<file path="config.mk">
export PLATFORM = sky130hd
export DESIGN_NAME = met_div
export DESIGN_NICKNAME = d
export VERILOG_FILES = /design/src/hdl/mandelbrot_escape_time_defines.svh /design/src/hdl/met_pkg.sv /design/src/hdl/met_div.sv
export SDC_FILE = /design/constraint.sdc
export NUM_CORES = 1
export LEC_CHECK = 0
export ABC_AREA = 1
export BUFFER_PORTS_ARGS = -buffer_cell sky130_fd_sc_hd__buf_4
export CAP_MARGIN = 0
export CORE_MARGIN = 2
export CORE_UTILIZATION = 50
export CTS_BUF_LIST = sky130_fd_sc_hd__clkbuf_4 sky130_fd_sc_hd__clkbuf_8
export DETAILED_ROUTE_END_ITERATION = 8
export GPL_ROUTABILITY_DRIVEN = 0
export GPL_TIMING_DRIVEN = 0
export HOLD_SLACK_MARGIN = 0.12
export MAX_ROUTING_LAYER = met4
export PLACE_DENSITY = 0.81
export SYNTH_ARGS = -nofsm -noshare
export SYNTH_HDL_FRONTEND = slang
export SYNTH_SLANG_ARGS = --single-unit
</file>
<file path="constraint.sdc">
create_clock -name clk -period 2.9 [get_ports clk]
set_input_delay 0.435 -clock clk [delete_from_list [all_inputs] [get_ports clk]]
set_output_delay 0.435 -clock clk [all_outputs]
set_load 0.01 [all_outputs]
</file>
<file path="src/hdl/mandelbrot_escape_time_defines.svh">
// Assertion macros for the Mandelbrot escape-time block.
// Used by the top level; no other dependencies.
`ifndef MANDELBROT_ESCAPE_TIME_DEFINES_SVH
`define MANDELBROT_ESCAPE_TIME_DEFINES_SVH
`ifndef SYNTH
`define MET_ASSERT(lbl, prop, msg) \
    lbl: assert property (@(posedge clk) disable iff (!rst_n) prop) else $error(msg);
`define MET_ASSERT_NEXT(lbl, ante, cons, msg) \
    lbl: assert property (@(posedge clk) disable iff (!rst_n) (ante) |=> (cons)) else $error(msg);
`else
`define MET_ASSERT(lbl, prop, msg)
`define MET_ASSERT_NEXT(lbl, ante, cons, msg)
`endif
`endif

</file>
<file path="src/hdl/met_pkg.sv">
// Shared types and constants for the Mandelbrot escape-time block.
// No dependencies.
`timescale 1ns / 1ps

package met_pkg;

    localparam int PIXEL_W     = 32;
    localparam int WIDTH_W     = 16;
    localparam int STEP_W      = 31;
    localparam int LIMIT_W     = 16;
    localparam int VALUE_W     = 16;
    localparam int CFG_INDEX_W = 4;
    localparam int CFG_DATA_W  = 32;
    localparam int SP_W        = WIDTH_W + STEP_W;

    localparam logic [CFG_INDEX_W-1:0] CFG_IMAGE_WIDTH    = 4'd0;
    localparam logic [CFG_INDEX_W-1:0] CFG_X_STEP         = 4'd1;
    localparam logic [CFG_INDEX_W-1:0] CFG_Y_STEP         = 4'd2;
    localparam logic [CFG_INDEX_W-1:0] CFG_MAX_ITERATIONS = 4'd3;

    localparam logic [WIDTH_W-1:0] RST_IMAGE_WIDTH    = 16'd1024;
    localparam logic [STEP_W-1:0]  RST_X_STEP         = 31'd1048576;
    localparam logic [STEP_W-1:0]  RST_Y_STEP         = 31'd1048576;
    localparam logic [LIMIT_W-1:0] RST_MAX_ITERATIONS = 16'd1000;

    localparam logic [WIDTH_W-1:0] ROW_MAX = 16'hFFFF;

    typedef enum logic [9:0] {
        S_IDLE   = 10'b0000000001,
        S_DIV    = 10'b0000000010,
        S_MAP_X  = 10'b0000000100,
        S_MAP_Y  = 10'b0000001000,
        S_MAP_C  = 10'b0000010000,
        S_MUL_XY = 10'b0000100000,
        S_MUL_XX = 10'b0001000000,
        S_MUL_YY = 10'b0010000000,
        S_SQ_Y   = 10'b0100000000,
        S_DONE   = 10'b1000000000
    } state_t;

    typedef struct packed {
        logic busy;
        logic done;
    } div_status_t;

endpackage

</file>
<file path="src/hdl/met_div.sv">
// Restoring divider: one quotient bit per cycle, 16-bit divisor.
// Depends on met_pkg.
`timescale 1ns / 1ps

module met_div #(
    parameter int DW = 32
) (
    input  logic                          clk,
    input  logic                          rst_n,
    input  logic                          start,
    input  logic [DW-1:0]                 dividend,
    input  logic [met_pkg::WIDTH_W-1:0]   divisor,
    output met_pkg::div_status_t          status,
    output logic [DW-1:0]                 quotient,
    output logic [met_pkg::WIDTH_W-1:0]   remainder
);

    localparam int RW = met_pkg::WIDTH_W;
    localparam int CW = $clog2(DW + 1);

    logic          run_reg, run_next;
    logic          done_reg, done_next;
    logic [CW-1:0] cnt_reg, cnt_next;
    logic [DW-1:0] quo_reg, quo_next;
    logic [RW-1:0] rem_reg, rem_next;
    logic [RW:0]   shifted;
    logic [RW+1:0] diff;

    assign shifted = {rem_reg, quo_reg[DW-1]};
    assign diff    = {1'b0, shifted} - {2'b00, divisor};

    always_comb
    begin
        run_next  = run_reg;
        done_next = 1'b0;
        cnt_next  = cnt_reg;
        quo_next  = quo_reg;
        rem_next  = rem_reg;
        if (start)
        begin
            run_next = 1'b1;
            cnt_next = CW'(DW);
            quo_next = dividend;
            rem_next = '0;
        end
        else if (run_reg)
        begin
            cnt_next = cnt_reg - 1'b1;
            quo_next = {quo_reg[DW-2:0], ~diff[RW+1]};
            rem_next = diff[RW+1] ? shifted[RW-1:0] : diff[RW-1:0];
            if (cnt_reg == CW'(1))
            begin
                run_next  = 1'b0;
                done_next = 1'b1;
            end
        end
    end

    always_ff @(posedge clk or negedge rst_n)
    begin
        if (!rst_n)
        begin
            run_reg  <= 1'b0;
            done_reg <= 1'b0;
            cnt_reg  <= '0;
        end
        else
        begin
            run_reg  <= run_next;
            done_reg <= done_next;
            cnt_reg  <= cnt_next;
        end
    end

    always_ff @(posedge clk)
    begin
        quo_reg <= quo_next;
        rem_reg <= rem_next;
    end

    assign status.busy = run_reg;
    assign status.done = done_reg;
    assign quotient    = quo_reg;
    assign remainder   = rem_reg;

endmodule

</file>
==> flow_summary.yaml <==
status:
  status: "finished, final reports clean"
floorplanning:
  num_rows: 31
  die_x_microns: 90.0
  dieArea_sq_mm: 0.00809
  core_sq_mm: 0.00721
  start_util: 0.512
  ios: 101
  die_h_microns: 90.0
clock_tree:
  clk_path_buf_depth: 2
  numCtsBuffers: 5
  clock_latency_ns: 0.32
  clk_pin_slew_ns: 0.10
  cts.sinks: 56
  cts_root_buffer: "clkbuf_8"
  post-cts-setup-buffers: 0
  cts.htree.levels: 2
  tritoncts: "done"
synth:
  synth_commonest_cells: "194 x nand2_1, 64 x inv_1, 40 x nand3_1"
  syn_area_per_cell_sq_um: 7.46
  syn_inst: 495
  synth_cell_types: 39
  syn_nets: 565
  synth_seq_cells: 56
  yosysMostFrequentCell: "nand2_1"
  yosys.area.top_type_share: 0.260
  yosys.area.top_type: "edfxtp_1"
  syn-cell-area_sq_mm: 0.00369
  synth_area_leaders: "edfxtp_1 26%, nand2_1 20%, dfxtp_1 8.7%, inv_1 6.5%, ha_1 6.1%"
  yosysWarnings: 0
  ys_seq_area_frac: 0.401
  async_reset_ff_frac: 0.143
  synth_ff_type: "edfxtp_1"
  synth_edf_count: 32
sta:
  final_max_slew_viol_count: 0
  setup_viol: 0
  tns_ns: 0
  hold_slack_ns: 0.386
  slew_headroom: 0.361
  skew_ns: 0.00544
  rsz0062_at_grt: "false"
  tightestPinTransition_ns: 0.958
  clock.fmax_mhz: 478
  finalCritPeriodShare: 0.721
  period_minus_slack_ns: 2.09
  fin_ws_ns: 0.810
  finalHoldViolCount: 0
detailed_routing:
  drc_errors: 0
  postRouteAntennaNets: 0
  vias: 3468
  drtIter0Drc: 166
  drt_wl_total_microns: 9210
  wl_per_cell_microns: 13.1
  firstDrtPassIters: 6
  via_per_inst: 4.94
place:
  dp_hpwl_microns: 7250
  portBuffers: 99
  dp_slack_ns: 0.543
critical_path:
  crit_start: "remainder[10]"
  path_class: "flip-flop to flip-flop"
  worstReg2RegEnd: "remainder[7]"
  worst-r2r-setup-slack_ns: 0.81
  arrival_ns: 2.27
  r2r-start: "remainder[10]"
  worstPathRequired_ns: 3.08
  worst-path-max-fanout: 10
  ff2ff_path_depth: 10
  crit_path_end_kind: "flip-flop"
  start_kind: "flip-flop"
finish:
  syn2layout_area_growth_pct: 26.2
  fillers: 682
  drive_gt1_frac: 0.252
  layout.nets: 672
  diodes: 0
  largest_reg_flops: 32
worst_hold_path:
  min_path_type: "input pin to flip-flop"
  min_from: "dividend[13]"
  hold_path_end: "quotient[13]"
  worstHoldPathCells: 3
global_routing:
  grt.met3_usage: 0.0302
  grt_overflow_total: 0
  use_met2: 0.420
  grt_pass1_wl_microns: 15600
  busiest_layer: "met2"
  antenna_found_initial: 0
  met1_usage: 0.301
  track_usage: 0.242
  grt_pass1_vias: 3338
  grt_max_degree: 42
pwr:
  vdd_drop_max_uv: 437
  leakage_nw: 2.49
  p_per_area_mw_per_mm2: 799
job:
  maxCapViolations: 0
critical path: stages, from the launching register on:
cell and delay, ns:
dfxtp_1 0.36, ha_1 0.38, nand2_2 0.13, inv_2 0.03, nand2_1 0.08, nand3_2 0.10, a21oi_4 0.41, buf_6 0.22
nand3_1 0.10, nand3_2 0.09, o21ai_2 0.06
how the worst max path moves through the flow:
stage	endpoint	depth (start not counted)	slack [ns]
6_report	remainder[7]	10	0.81
4_1_cts	cnt_reg[1]	4	0.82
2_1_floorplan	remainder[6]	12	0.96
3_3_place_gp	quotient[13]	4	0.54
5_1_grt	cnt_reg[1]	4	0.64
3_5_place_dp	quotient[13]	4	0.54
what timing repair did:
item,CTS,global route
setup endpoints to repair,0,0
hold buffers,1,0
gates resized for setup,0,0
endpoints found under the hold margin,8,0
kinds of logic (layout without fill, tap and decap cells):
group | count (synthesis) | after routing | synth area share
compound gates | 31 | 31 | 0.0488
xor+xnor | 7 | 7 | 0.0166
fa+ha+maj | 19 | 19 | 0.0664
buf+inv | 91 | 199 | 0.104
flops | 56 | 56 | 0.401
simple gates | 291 | 291 | 0.363
through the flow:
stage / util / std cells / power (W) / area [sq um]
2_1_floorplan: - / 495 / 0.00267 / 3690
3_3_place_gp: 0.632 / 693 / 0.00322 / 4560
4_1_cts: 0.646 / 702 / 0.00374 / 4660
5_1_grt: 0.646 / 702 / 0.00405 / 4660
6_report: 0.646 / 702 / 0.00372 / 4660
3_5_place_dp: 0.632 / 693 / 0.00328 / 4560
cell type report:
type	instances	area [sq um]	area share
clock inverters	3	22.5	0.00483
multi-input cells	348	1830	0.392
well taps	99	124	0.0266
flip-flops and latches	56	1480	0.318
repair buffers	100	753	0.162
clock buffers	5	68.8	0.0148
inverters	76	285	0.0612
plain buffers	15	100	0.0215
layer usage:
layer  part of all wire  vias to the layer above  routed length (microns)
met5                  0                        -                        0
met4              0.016                        0                      151
met3              0.041                       17                      377
met2               0.50                       99                     4610
met1               0.44                     1569                     4070
li1                   -                     1783                        -
where the power goes:
| part | internal [W] | leakage (nW) | switching (W) |
|---|---|---|---|
| Clock | 0.000174 | 0.0485 | 0.000272 |
| Sequential | 0.00103 | 0.580 | 0.000152 |
| Combinational | 0.000888 | 1.86 | 0.00121 |
| Total | 0.00209 | 2.49 | 0.00164 |
placed cells by master, fill, tap and decap left out, types with 9 or more instances in the layout:
| cell type | count |
|---|---|
| buf_4 | 102 |
| inv_2 | 9 |
| nand3_2 | 13 |
| dfxtp_1 | 16 |
| nor2_1 | 16 |
| inv_1 | 64 |
| edfxtp_1 | 32 |
| ha_1 | 18 |
| nand3_1 | 40 |
| a21oi_1 | 13 |
| nand2_1 | 194 |
No activity file was read; power rests on OpenSTA's default activity.
